**src/aisfd_pkg.sv**
```systemverilog
// ----------------------------------------------------------------------------
// aisfd_pkg
// Shared types and constants of the analog input scaler, filter and deadband.
// ----------------------------------------------------------------------------
`default_nettype none

package aisfd_pkg;

	// fixed field widths
	localparam int RAW_W     = 16;
	localparam int TMS_W     = 16;
	localparam int TUS_W     = 26;
	localparam int DB_W      = 31;
	localparam int MODE_W    = 2;
	localparam int REG_IDX_W = 3;
	localparam int Q_FRAC    = 16;

	// time and value constants
	localparam logic [9:0] MS_US     = 10'd1000;
	localparam int         REPORT_US = 60_000_000;
	localparam int         Q_ONE     = 65536;

	typedef enum logic [1:0] {
		QUAL_GOOD     = 2'd0,
		QUAL_NOT_CONN = 2'd1,
		QUAL_WAITING  = 2'd2
	} qual_t;

	typedef logic [MODE_W-1:0] mode_t;
	localparam mode_t MODE_ANALOG = 2'd0;
	localparam mode_t MODE_ABOVE  = 2'd1;
	localparam mode_t MODE_BELOW  = 2'd2;

	typedef enum logic [REG_IDX_W-1:0] {
		REG_RAW_LOW,
		REG_RAW_HIGH,
		REG_ENG_LOW,
		REG_ENG_HIGH,
		REG_FILTER_MS,
		REG_MODE,
		REG_THRESHOLD,
		REG_DEADBAND
	} reg_idx_t;

	typedef enum logic [3:0] {
		ST_IDLE,
		ST_PREP,
		ST_MAG,
		ST_SDIV_GO,
		ST_SDIV_WAIT,
		ST_SCALE,
		ST_CLAMP,
		ST_FPREP,
		ST_FMAG,
		ST_FDIV_GO,
		ST_FDIV_WAIT,
		ST_FILT,
		ST_DISC,
		ST_DECIDE
	} ctrl_state_t;

	typedef struct packed {
		logic load;
		logic prep;
		logic mag;
		logic sdiv_go;
		logic scale;
		logic clamp;
		logic fprep;
		logic fmag;
		logic fdiv_go;
		logic filt;
		logic disc;
		logic commit;
	} dp_cmd_t;

	typedef struct packed {
		logic bypass;
		logic filt_en;
		logic div_done;
	} dp_stat_t;

endpackage

`default_nettype wire

```
**src/aisfd_ctrl.sv**
```systemverilog
// ----------------------------------------------------------------------------
// aisfd_ctrl
// Controller: sequences one item through the datapath and owns the
// stream handshakes.
// ----------------------------------------------------------------------------
`default_nettype none

module aisfd_ctrl import aisfd_pkg::*; (
	input  wire logic     clk,
	input  wire logic     arst_n,
	input  wire logic     s_tvalid,
	output logic          s_tready,
	output logic          m_tvalid,
	input  wire logic     m_tready,
	output dp_cmd_t       cmd,
	input  wire dp_stat_t stat
);

	ctrl_state_t state_q, state_n;
	logic        out_valid_q;
	logic        out_free;

	assign out_free = !out_valid_q || m_tready;

	always_comb begin
		state_n = state_q;
		unique case (state_q)
			ST_IDLE:      if (s_tvalid) state_n = ST_PREP;
			ST_PREP:      state_n = stat.bypass ? ST_DECIDE : ST_MAG;
			ST_MAG:       state_n = ST_SDIV_GO;
			ST_SDIV_GO:   state_n = ST_SDIV_WAIT;
			ST_SDIV_WAIT: if (stat.div_done) state_n = ST_SCALE;
			ST_SCALE:     state_n = ST_CLAMP;
			ST_CLAMP:     state_n = stat.filt_en ? ST_FPREP : ST_DISC;
			ST_FPREP:     state_n = ST_FMAG;
			ST_FMAG:      state_n = ST_FDIV_GO;
			ST_FDIV_GO:   state_n = ST_FDIV_WAIT;
			ST_FDIV_WAIT: if (stat.div_done) state_n = ST_FILT;
			ST_FILT:      state_n = ST_DISC;
			ST_DISC:      state_n = ST_DECIDE;
			ST_DECIDE:    if (out_free) state_n = ST_IDLE;
		endcase
	end

	always_comb begin
		cmd      = '0;
		s_tready = 1'b0;
		unique case (state_q)
			ST_IDLE: begin
				s_tready = 1'b1;
				cmd.load = s_tvalid;
			end
			ST_PREP:      cmd.prep    = 1'b1;
			ST_MAG:       cmd.mag     = 1'b1;
			ST_SDIV_GO:   cmd.sdiv_go = 1'b1;
			ST_SDIV_WAIT: cmd.scale   = stat.div_done;
			ST_SCALE:     cmd.clamp   = 1'b1;
			ST_CLAMP:     cmd.fprep   = stat.filt_en;
			ST_FPREP:     cmd.fmag    = 1'b1;
			ST_FMAG:      cmd.fmag    = 1'b0;
			ST_FDIV_GO:   cmd.fdiv_go = 1'b1;
			ST_FDIV_WAIT: cmd.filt    = stat.div_done;
			ST_FILT:      cmd.disc    = 1'b0;
			// reached from both the filtered and the unfiltered path
			ST_DISC:      cmd.disc    = 1'b1;
			ST_DECIDE:    cmd.commit  = out_free;
		endcase
	end

	always_ff @(posedge clk or negedge arst_n) begin
		if (!arst_n) begin
			state_q     <= ST_IDLE;
			out_valid_q <= 1'b0;
		end else begin
			state_q <= state_n;
			if (cmd.commit) begin
				out_valid_q <= 1'b1;
			end else if (m_tready) begin
				out_valid_q <= 1'b0;
			end
		end
	end

	assign m_tvalid = out_valid_q;

endmodule

`default_nettype wire

```
**config.mk**
```make
export PLATFORM = sky130hd
export DESIGN_NAME = aisfd_ctrl
export DESIGN_NICKNAME = d
export VERILOG_FILES = /design/src/aisfd_pkg.sv /design/src/aisfd_ctrl.sv
export SDC_FILE = /design/constraint.sdc
export NUM_CORES = 1
export LEC_CHECK = 0
export BUFFER_PORTS_ARGS = -buffer_cell sky130_fd_sc_hd__buf_2
export CELL_PAD_IN_SITES_DETAIL_PLACEMENT = 1
export CELL_PAD_IN_SITES_GLOBAL_PLACEMENT = 1
export CORE_UTILIZATION = 28
export CTS_CLUSTER_SIZE = 30
export DETAILED_ROUTE_END_ITERATION = 16
export GPL_ROUTABILITY_DRIVEN = 0
export PLACE_DENSITY_LB_ADDON = 0.1
export REMOVE_ABC_BUFFERS = 1
export SLEW_MARGIN = 0
export SYNTH_ARGS = -nofsm -noshare
export SYNTH_HDL_FRONTEND = slang
export SYNTH_SLANG_ARGS = --single-unit
```
**constraint.sdc**
```tcl
create_clock -name clk -period 1.4 [get_ports clk]
set_input_delay 0 -clock clk [delete_from_list [all_inputs] [get_ports clk]]
set_output_delay 0 -clock clk [all_outputs]
set_load 0.02 [all_outputs]
```
After elaboration in Yosys (flattened, before gate mapping)
Cells that the tools add are included.

word-level totals
  bits in latches = 0
  memories kept = 0
  ROM bits = 0
  bits in registers = 5
  memory bits (writable) = 0

cells by class
  shift operators = 0
  eq/ne operators = 17
  $add $sub $neg = 0
  mux-type cells = 22
  reduce and logical (&&, ||, !) cells = 5
  bitwise operators = 0
  div/mod/pow operators = 0
  order comparisons = 0
  multipliers = 0

operators with widths
  kind                  count
  $pmux W4 S14          1
  $eq A4 B4 Y1 const B  6
  $mux W4               6
  $eq A4 B3 Y1 const B  4
  $mux W1               15
  $eq A4 B2 Y1 const B  2
  $ne A2 B2 Y1 const B  4
  $eq A4 B1 Y1 const B  1
  $logic_not A4 Y1      1
  $reduce_and A4 Y1     1
  $reduce_bool A2 Y1    1
  $logic_not A1 Y1      1
  $logic_or A1 B1 Y1    1

Depth between registers and ports, before layout
Gate-level depths: netlist of run 1.

  word-level depth = 4
  depth in mapped cells = 5
  depth with buffers taken out = 4

Worst setup path after synthesis of run 1
No wires, ideal clock.

  kind = register to output
  start = register state_q[1]
  end = output cmd[11] (netlist name)
  arrival time = 1.497 ns
  path slack = -0.097 ns
  cell stages (with the launch flop) = 4
  required time = 1.400 ns
  path buffers = 1
  path through = dfrtp_1 -> clkbuf_1 -> nor3_1 -> and2_1

RTL lines
  what                    RTL line          text
  start, declared         aisfd_ctrl.sv:19  ctrl_state_t state_q, state_n;
  start signal, assigned  aisfd_ctrl.sv:75  state_q <= state_n;
  end, declared           aisfd_ctrl.sv:15  output dp_cmd_t cmd,

Worst setup path in the final report of run 1
  start = register state_q[0]
  end = register state_q[3]

on the way
  longest elaborated chain between the ends = 3

RTL lines
  what                                  RTL line          text
  $eq A4 B4 Y1 (tied with other cells)  aisfd_ctrl.sv:27  unique case (state_q)
  $ne A2 B2 Y1 (no source line)         n/a
  $reduce_and A4 Y1 (no source line)    n/a

Several ways; a longest one is shown, not always the timed one.
A chain may end at the register's enable or synchronous reset.

==> results of run 1 <==
==> cell families (layout without fill, tap and decap cells) <==
kind of cell           count (synthesis)  after routing  synth area share [%]
AOI/OAI and AO/OA                     13             13                  21.2
buffers and inverters                  7             38                  6.90
DFF                                    5              5                  26.5
muxes                                  3              3                  6.63
and+or+nand+nor                       30             30                  38.7
==> Yosys cell counts, types with 2 or more instances <==
| cell type | n | area [µm²] |
|---|---|---|
| nor2_1 | 4 | 15.0 |
| dfrtp_1 | 5 | 125 |
| nand2_1 | 4 | 15.0 |
| inv_1 | 3 | 11.3 |
| nor2b_1 | 4 | 25.0 |
| and3_1 | 4 | 25.0 |
| mux2i_1 | 2 | 20.0 |
| nor3_1 | 2 | 10.0 |
| o22ai_1 | 2 | 12.5 |
| buf_2 | 2 | 10.0 |
| a21o_1 | 2 | 15.0 |
| or2_1 | 2 | 12.5 |
| nand2b_1 | 2 | 12.5 |
==> power breakdown <==
| group | total, mW | internal (mW) | switching, mW |
|---|---|---|---|
| sequential | 0.287 | 0.223 | 0.0638 |
| combinational | 1.34 | 0.639 | 0.698 |
| clock | 0.177 | 0.108 | 0.0683 |
| total | 1.80 | 0.971 | 0.830 |
==> path summary, 6_finish.rpt <==
kind | from | end | slack (ns) | cells after the start
worst max-delay path | state_q[0]$_DFFE_PN0P_ | state_q[3]$_DFFE_PN0P_ | 0.04 | 5
worst max register to register | state_q[0]$_DFFE_PN0P_ | state_q[3]$_DFFE_PN0P_ | 0.04 | 5
max in group asynchronous | arst_n | m_tvalid$_DFFE_PN0P_ | 1.18 | 2
min in group asynchronous | arst_n | state_q[1]$_DFFE_PN0P_ | 0.09 | 2
worst min-delay path | stat[0] | state_q[2]$_DFFE_PN0P_ | 0.06 | 2
worst min register to register | m_tvalid$_DFFE_PN0P_ | m_tvalid$_DFFE_PN0P_ | 0.57 | 2
==> metrics by stage <==
| stage | total power [mW] | TNS, ns | cells | hold slack, ns | util [%] |
|---|---|---|---|---|---|
| 2_1_floorplan | 1.01 | -0.225 | 54 | -0.296 | - |
| 3_3_place_gp | 1.43 | 0 | 97 | -0.183 | 40.4 |
| 3_5_place_dp | 1.43 | 0 | 97 | -0.181 | 40.4 |
| 4_1_cts | 1.72 | 0 | 105 | 0.0371 | 45.5 |
| 5_1_grt | 1.95 | -0.0273 | 105 | 0.0595 | 48.1 |
| 6_report | 1.80 | 0 | 105 | 0.0561 | 48.1 |
==> layout make-up <==
| type | instances | area [µm²] |
|---|---|---|
| clock buffer | 4 | 26.3 |
| fill | 208 | 801 |
| inverter | 3 | 11.3 |
| multi-input combinational | 46 | 352 |
| sequential | 5 | 125 |
| tap | 16 | 20.0 |
| timing repair buffer | 31 | 206 |
==> per-layer routing <==
layer  routed length (µm)  vias up
met3                   66        2
met2                  747       14
met5                    0        -
li1                     -      269
met4                   12        0
met1                  588      258
==> flip-flops by register name (all words and copies together) (netlist names) <==
signal / cells
state_q: 4
m_tvalid: 1
==> cells in the final DEF, fill, tap and decap left out, drive strengths merged, types with 3 or more instances in the layout <==
master  netlist  routed
and3          4       4
dfrtp         5       5
nand2b        3       3
nor2b         4       4
nor2          4       4
o21ai         3       3
clkbuf        1       4
nand2         4       4
inv           3       3
buf           3      29
==> repair_timing <==
item	CTS	global route
setup endpoints to repair	6	8
resized for setup	5	11
setup buffers	2	0
gates cloned	0	0
hold endpoints to repair	6	0
hold buffers	2	0
==> flow_summary.ini, run 1 <==
[global_routing]
top_usage_layer = met2
use_met2_pct = 28.5
grt_pass1_wl_um = 2270
grt_pass1_vias = 524
overflow = 0
grt_use_met1_pct = 18.7
antenna_found_initial = 0
grt_max_degree = 16
grt_util_met3_pct = 6.38
grt.total_usage_pct = 16.8

[worst_setup_path]
worstPathMaxFanout = 3
crit_buf_inv = 1
startpoint_type = flip-flop
endpoint_kind = flip-flop
slowest_delay_ns = 0.39
crit_slowest_cell = dfrtp_1
worstPathCellList = buf_6 -> nand2b_4 -> or2_4 -> or3_4 -> o2111ai_2
critPathTopFamily = simple AND/OR/NAND/NOR gates
cp_data_arrival_time_ns = 1.51
critPathRequiredTime_ns = 1.56
worstSetupPathType = reg2reg

[die]
dieArea_um2 = 1850
die_height_um = 43.0
design.portCount = 21
core-area_um2 = 1540
rows = 14
die_w_um = 43.0
initial_utilization_pct = 30.6

[clock_network]
tritoncts = built
clock_latency_ns = 0.25
cts_num_sinks = 5
clkTransAtPathRegs_ns = 0.05
numCtsBuffers = 3
cts_root_buf = clkbuf_4
htreeDepth = 1
cts_max_path_buffers = 2

[timing]
hold_viol = 0
rsz0062_at_grt = yes
setup_viol_count_final = 0
max_freq_mhz = 738
slew_violations = 0
min_period_ns = 1.36
finClkSkew_ns = 0.00172
tightest_slew_ns = 0.241
setup_ws_ns = 0.0449
fin_crit_sh_pct = 96.8
slew_headroom_pct = 83.9

[detailed_routing]
via_per_inst = 5.17
drtIter0Drc = 1
num_vias = 543
first_pass_iters = 2
drc = 0
routed_wl_um = 1410
ant_nets = 0
wl_per_cell_um = 13.5

[layout]
final_nets = 97
drive_gt1_share_pct = 49.4
design_area_um2 = 741
syn_to_final_growth_pct = 57.0
antenna_cells = 0

[synth]
seq_area_frac_synth_pct = 26.5
ys_ff_latch = 5
synth.distinct_cells = 33
syn_area_per_cell_um2 = 8.13
syn_inst = 58
synth-edff-count = 0
synthFlopType = dfrtp_1
async_flop_share_pct = 100
syn_area_um2 = 472
yosysWarningCount = 0

[power]
peakVddDrop_mv = 1.02
leakage_nw = 0.388
p_per_area_nw_per_um2 = 2430

[placed_design]
port-buffer-count = 20
placed_area_um2 = 623
dp.final_hpwl_um = 1060
dp_slack_ns = 0.0201

[status]
status = complete, no violations

[job]
cap_violations = 0

[worst_hold_path]
hold_class = in2reg
Note: power is estimated with default switching activity, not from simulation.
==> run 2, diff against run 1 <==
Settings changed: ABC_AREA set to 1, CORE_UTILIZATION 28 to 27.
==> flow_summary.ini, run 2 <==
[worst_setup_path]
crit_slowest_cell = dfrtp_2
endpoint_kind = output port
slowest_delay_ns = 0.45
worstPathCellList = inv_2 -> nand2_2 -> nor2_4 -> inv_1 -> nor2_1 -> buf_4
critPathTopFamily = flip-flops
critPathRequiredTime_ns = 1.40
cp_data_arrival_time_ns = 1.33
startpoint_type = flip-flop
crit_buf_inv = 3
worstPathMaxFanout = 5
worstSetupPathType = reg2out

[timing]
rsz0062_at_grt = no
fin_crit_sh_pct = 95.3
hold_viol = 0
tightest_slew_ns = 0.200
tns_ns = 0
setup_viol_count_final = 0
finClkSkew_ns = 0.00282
max_freq_mhz = 749
slew_headroom_pct = 86.7
slew_violations = 0
min_period_ns = 1.33

[detailed_routing]
routed_wl_um = 1570
drc = 0
ant_nets = 0
num_vias = 625
wl_per_cell_um = 11.0
first_pass_iters = 4
via_per_inst = 4.37
drtIter0Drc = 4

[clock_network]
cts_max_path_buffers = 2
clkTransAtPathRegs_ns = 0.05
htreeDepth = 1
cts_num_sinks = 5
numCtsBuffers = 3
cts_root_buf = clkbuf_4
clock_latency_ns = 0.24
cts_setup_buffers = 0
tritoncts = built

[layout]
largest_register_ffs = 4
final_nets = 126
antenna_cells = 0
design_area_um2 = 734
syn_to_final_growth_pct = 36.8
utilization_pct = 40.8
final_cell_mix = 24 x nand2_1, 19 x buf_2, 16 x inv_1, 15 x nor2_1, 7 x nand2_2
regMostFlops = state_q
fillers = 268
post_layout_nonfiller_instances = 143
drive_gt1_share_pct = 43.2
layout_commonest_cell = nand2_1

[synth]
ys_ff_latch = 5
synth_top_cell_area_share_pct = 23.3
seq_area_frac_synth_pct = 23.3
synth.largest_area_cell = dfrtp_1
syn_area_um2 = 537
syn_inst = 92
synth_area_leaders = dfrtp_1 23%, nand2_1 17%, inv_1 11%, nor2_1 11%, nand2_2 8.2%
async_flop_share_pct = 100
synth.most_common_cell = nand2_1
yosysWarningCount = 0
synthFlopType = dfrtp_1
synth-edff-count = 0
syn_area_per_cell_um2 = 5.83
synth.distinct_cells = 14
synth_common_cells = 24 x nand2_1, 16 x inv_1, 16 x nor2_1

[placed_design]
dp.cells = 137
dp.final_hpwl_um = 1350
placed_area_um2 = 668
port-buffer-count = 20

[global_routing]
grt_max_degree = 7
use_met2_pct = 28.1
top_usage_layer = met2
overflow = 0
grt_util_met3_pct = 3.53
grt_use_met1_pct = 20.4
antenna_found_initial = 0
grt.total_usage_pct = 16.5
grt_pass1_vias = 587
grt_pass1_wl_um = 2480

[power]
leakage_nw = 0.468
peakVddDrop_mv = 0.922
p_per_area_nw_per_um2 = 2190
switching_power_uw = 913
swShare_pct = 56.6
internal_power_uw = 699
p_seq_share_pct = 20.9
clkPwrFrac_pct = 10.7
power_frac_comb_pct = 68.3

[die]
design.portCount = 21
rows = 15
core-area_um2 = 1800
die_w_um = 46.6
die_height_um = 46.6
initial_utilization_pct = 29.8
dieArea_um2 = 2170

[worst_hold_path]
hold_class = in2reg

[job]
cap_violations = 0

[status]
status = complete, no violations
run 2: cell types whose count changed after synthesis, moves of 3 or more:
cell / delta
nand2_2: +7
and3_1: -4
inv_1: +13
nor2_2: +5
nor2b_1: -4
nor2_1: +12
nor2_4: +3
nand2_1: +20
inv_2: +5
run 2: cells by family (layout without fill, tap and decap cells):
kind of cell,count (synthesis),after routing,synth area share (%)
compound gates,5,5,5.83
simple gates,61,61,56.2
flops,5,5,23.3
buf+inv,21,47,14.7
run 2: what timing repair did:
item,4_1_cts,5_1_grt
hold buffers,2,0
cloned,0,0
gates resized for setup,3,5
setup endpoints to repair,1,4
hold endpoints to repair,6,0
run 2: metal layers:
| layer | wire length (µm) | up-vias |
|---|---|---|
| li1 | - | 321 |
| met1 | 695 | 289 |
| met2 | 800 | 13 |
| met3 | 56 | 2 |
| met4 | 13 | 0 |
| met5 | 0 | - |
run 2: power groups by stage:
stage / clock [mW] / sequential (mW) / combinational [mW]
4_1_cts: 0.176 / 0.327 / 1.11
3_5_place_dp: 0 / 0.312 / 1.09
6_report: 0.173 / 0.337 / 1.10
5_1_grt: 0.189 / 0.346 / 1.24
3_3_place_gp: 0 / 0.310 / 1.08
2_1_floorplan: 0 / 0.307 / 0.803
run 2: stage by stage:
step,hold slack (ns),setup WS [ns],power (mW)
floorplan,-0.296,0.238,1.11
global placement,-0.173,0.0420,1.39
detailed placement,-0.171,0.0604,1.40
CTS,0.108,0.0169,1.61
global route,0.0980,0.00291,1.77
finish,0.0931,0.0657,1.61
run 2: layout make-up:
class	instances	area [µm²]	share of cell area [%]
clock buffer	4	26.3	3.58
inverter	21	78.8	10.7
multi-input combinational	66	345	47.0
sequential	5	130	17.7
tap	25	31.3	4.26
timing repair buffer	22	123	16.7
run 2: worst reg2reg max path, cell delays in order, from the launching register on:
cell and delay, ns:
dfrtp_2 0.45, nor2_4 0.20, nand2_2 0.12, nand2_1 0.08
nand2_1 0.06, nand3_2 0.09, inv_2 0.04, nand2_1 0.06
nand2_1 0.05
run 2: final timing paths:
kind,from,to,slack (ns),cells past startpoint
max in group asynchronous,arst_n,state_q[3]$_DFFE_PN0P_,1.14,2
hold / removal,stat[2],state_q[1]$_DFFE_PN0P_,0.09,4
min in group asynchronous,arst_n,state_q[2]$_DFFE_PN0P_,0.11,2
setup reg to reg,state_q[1]$_DFFE_PN0P_,state_q[3]$_DFFE_PN0P_,0.14,8
setup / recovery,state_q[1]$_DFFE_PN0P_,cmd[0],0.07,6
hold reg to reg,m_tvalid$_DFFE_PN0P_,m_tvalid$_DFFE_PN0P_,0.54,2
==> run 3, diff against run 2 <==
==> constraint.sdc (replaced) <==
create_clock -name clk -period 1.4 [get_ports clk]
set_input_delay 0.28 -clock clk [delete_from_list [all_inputs] [get_ports clk]]
set_output_delay 0.28 -clock clk [all_outputs]
set_load 0.01 [all_outputs]
==> flow_summary.ini, run 3 (synthesis results as in run 2) <==
[timing]
slew_violations = 0
tightest_slew_ns = 0.271
rsz0062_at_grt = yes
fin_crit_sh_pct = 110
setup_viol_count_final = 13
finClkSkew_ns = 0.00349
setup_ws_ns = -0.139
hold_viol = 0
max_freq_mhz = 650
slew_headroom_pct = 81.9
min_period_ns = 1.54

[worst_setup_path]
cp_data_arrival_time_ns = 1.26
worstReg2RegEnd = state_q[1]$_DFFE_PN0P_
slowest_delay_ns = 0.46
crit_start = state_q[2]$_DFFE_PN0P_
endpoint_kind = output port
reg2reg_from = state_q[1]$_DFFE_PN0P_
cp-endpoint = cmd[9]
worstSetupPathType = reg2out
reg2reg_depth = 6
worstPathMaxFanout = 5
crit_slowest_cell = dfrtp_2
worstPathCellList = nor2_2 -> nand2_1 -> inv_1 -> buf_2
reg2reg_slack_ns = 0.03
startpoint_type = flip-flop
critPathRequiredTime_ns = 1.12

[worst_hold_path]
hold_depth = 2
hold_class = in2reg

[layout]
largest_register_ffs = 4
regMostFlops = state_q
syn_to_final_growth_pct = 66.7
final_cell_mix = 17 x nand2_1, 16 x buf_2, 12 x inv_1, 11 x nand2_2, 11 x nor2_1
antenna_cells = 0
final_nets = 133
fillers = 242
utilization_pct = 49.7
drive_gt1_share_pct = 59.2
layout_commonest_cell = nand2_1

[global_routing]
overflow = 0
grt_pass1_wl_um = 2580
antenna_found_initial = 0
grt.total_usage_pct = 17.0
grt_max_degree = 7
grt_pass1_vias = 610

[clock_network]
numCtsBuffers = 3
htreeDepth = 1
clkTransAtPathRegs_ns = 0.04
cts_max_path_buffers = 2
clock_latency_ns = 0.24
tritoncts = built
cts_root_buf = clkbuf_4
cts_num_sinks = 5

[power]
peakVddDrop_mv = 1.20
p_per_area_nw_per_um2 = 2170
power.total_mw = 1.94
leakage_nw = 0.522

[die]
initial_utilization_pct = 29.8
die_w_um = 46.6
die_height_um = 46.6
rows = 15
design.portCount = 21
core-area_um2 = 1800
dieArea_um2 = 2170

[detailed_routing]
ant_nets = 0
via_per_inst = 4.37
num_vias = 656
first_pass_iters = 4
drc = 0
drtIter0Drc = 3
wl_per_cell_um = 11.3
routed_wl_um = 1690

[job]
cap_violations = 0

[status]
status = finished with violations
violations = negative setup slack

[placed_design]
dp.final_hpwl_um = 1290
port-buffer-count = 20
==> run 3: cell types whose count changed in the layout (fill, tap and decap cells not counted), sizes merged <==
cell	before	now
buf	20	28
dlygate4sd3	2	1
==> run 3: worst min path at each step <==
stage,slack (ns),to,from
finish,0.25,m_tvalid$_DFFE_PN0P_,m_tready
global route,0.29,m_tvalid$_DFFE_PN0P_,m_tready
CTS,0.25,m_tvalid$_DFFE_PN0P_,m_tready
detailed placement,0.10,state_q[1]$_DFFE_PN0P_,arst_n
global placement,0.10,m_tvalid$_DFFE_PN0P_,arst_n
floorplan,-0.02,m_tvalid$_DFFE_PN0P_,arst_n
==> run 3: repair_timing <==
item                       in CTS  in global routing
resized for setup              18                 20
setup endpoints to repair      12                 15
hold buffers                    1                  0
gates cloned                    0                  0
pin swaps                       5                  9
buffers inserted                3                  5
hold endpoints to repair        5                  0
==> run 3: worst max-delay path, delay by kind of cell, from the launching register on <==
family	cells	cell delay, ns
flops	1	0.46
simple gates	2	0.35
buf+inv	2	0.20
==> run 3: area by class of cell <==
type | count | area, µm² | area share [%]
Tap cell | 25 | 31.3 | 3.50
Sequential cell | 5 | 130 | 14.5
Timing Repair Buffer | 29 | 199 | 22.2
Inverter | 21 | 83.8 | 9.37
Clock buffer | 4 | 26.3 | 2.94
Multi-Input combinational cell | 66 | 424 | 47.4
==> run 3: metrics by stage <==
| stage | setup TNS (ns) | cells | hold slack (ns) | worst slack [ns] | instance area (µm²) |
|---|---|---|---|---|---|
| floorplan | 0 | 92 | -0.0156 | 0.191 | 537 |
| global placement | 0 | 137 | 0.102 | 0.0770 | 668 |
| detailed placement | 0 | 137 | 0.101 | 0.0577 | 668 |
| CTS | -1.08 | 145 | 0.248 | -0.142 | 788 |
| global route | -2.14 | 150 | 0.288 | -0.209 | 895 |
| finish | -1.16 | 150 | 0.253 | -0.139 | 895 |
==> run 3: per-layer routing <==
metal	vias up	GRT usage [%]	wire length, µm
met5	-	0	0
met2	14	29.4	911
met4	0	3.53	9
li1	337	-	-
met3	2	3.53	42
met1	303	21.4	730
==> run 3: power breakdown <==
part / switching (mW) / total (mW) / internal [mW]
clock network: 0.0603 / 0.168 / 0.108
registers: 0.160 / 0.386 / 0.226
logic: 0.809 / 1.39 / 0.580
total: 1.03 / 1.94 / 0.914
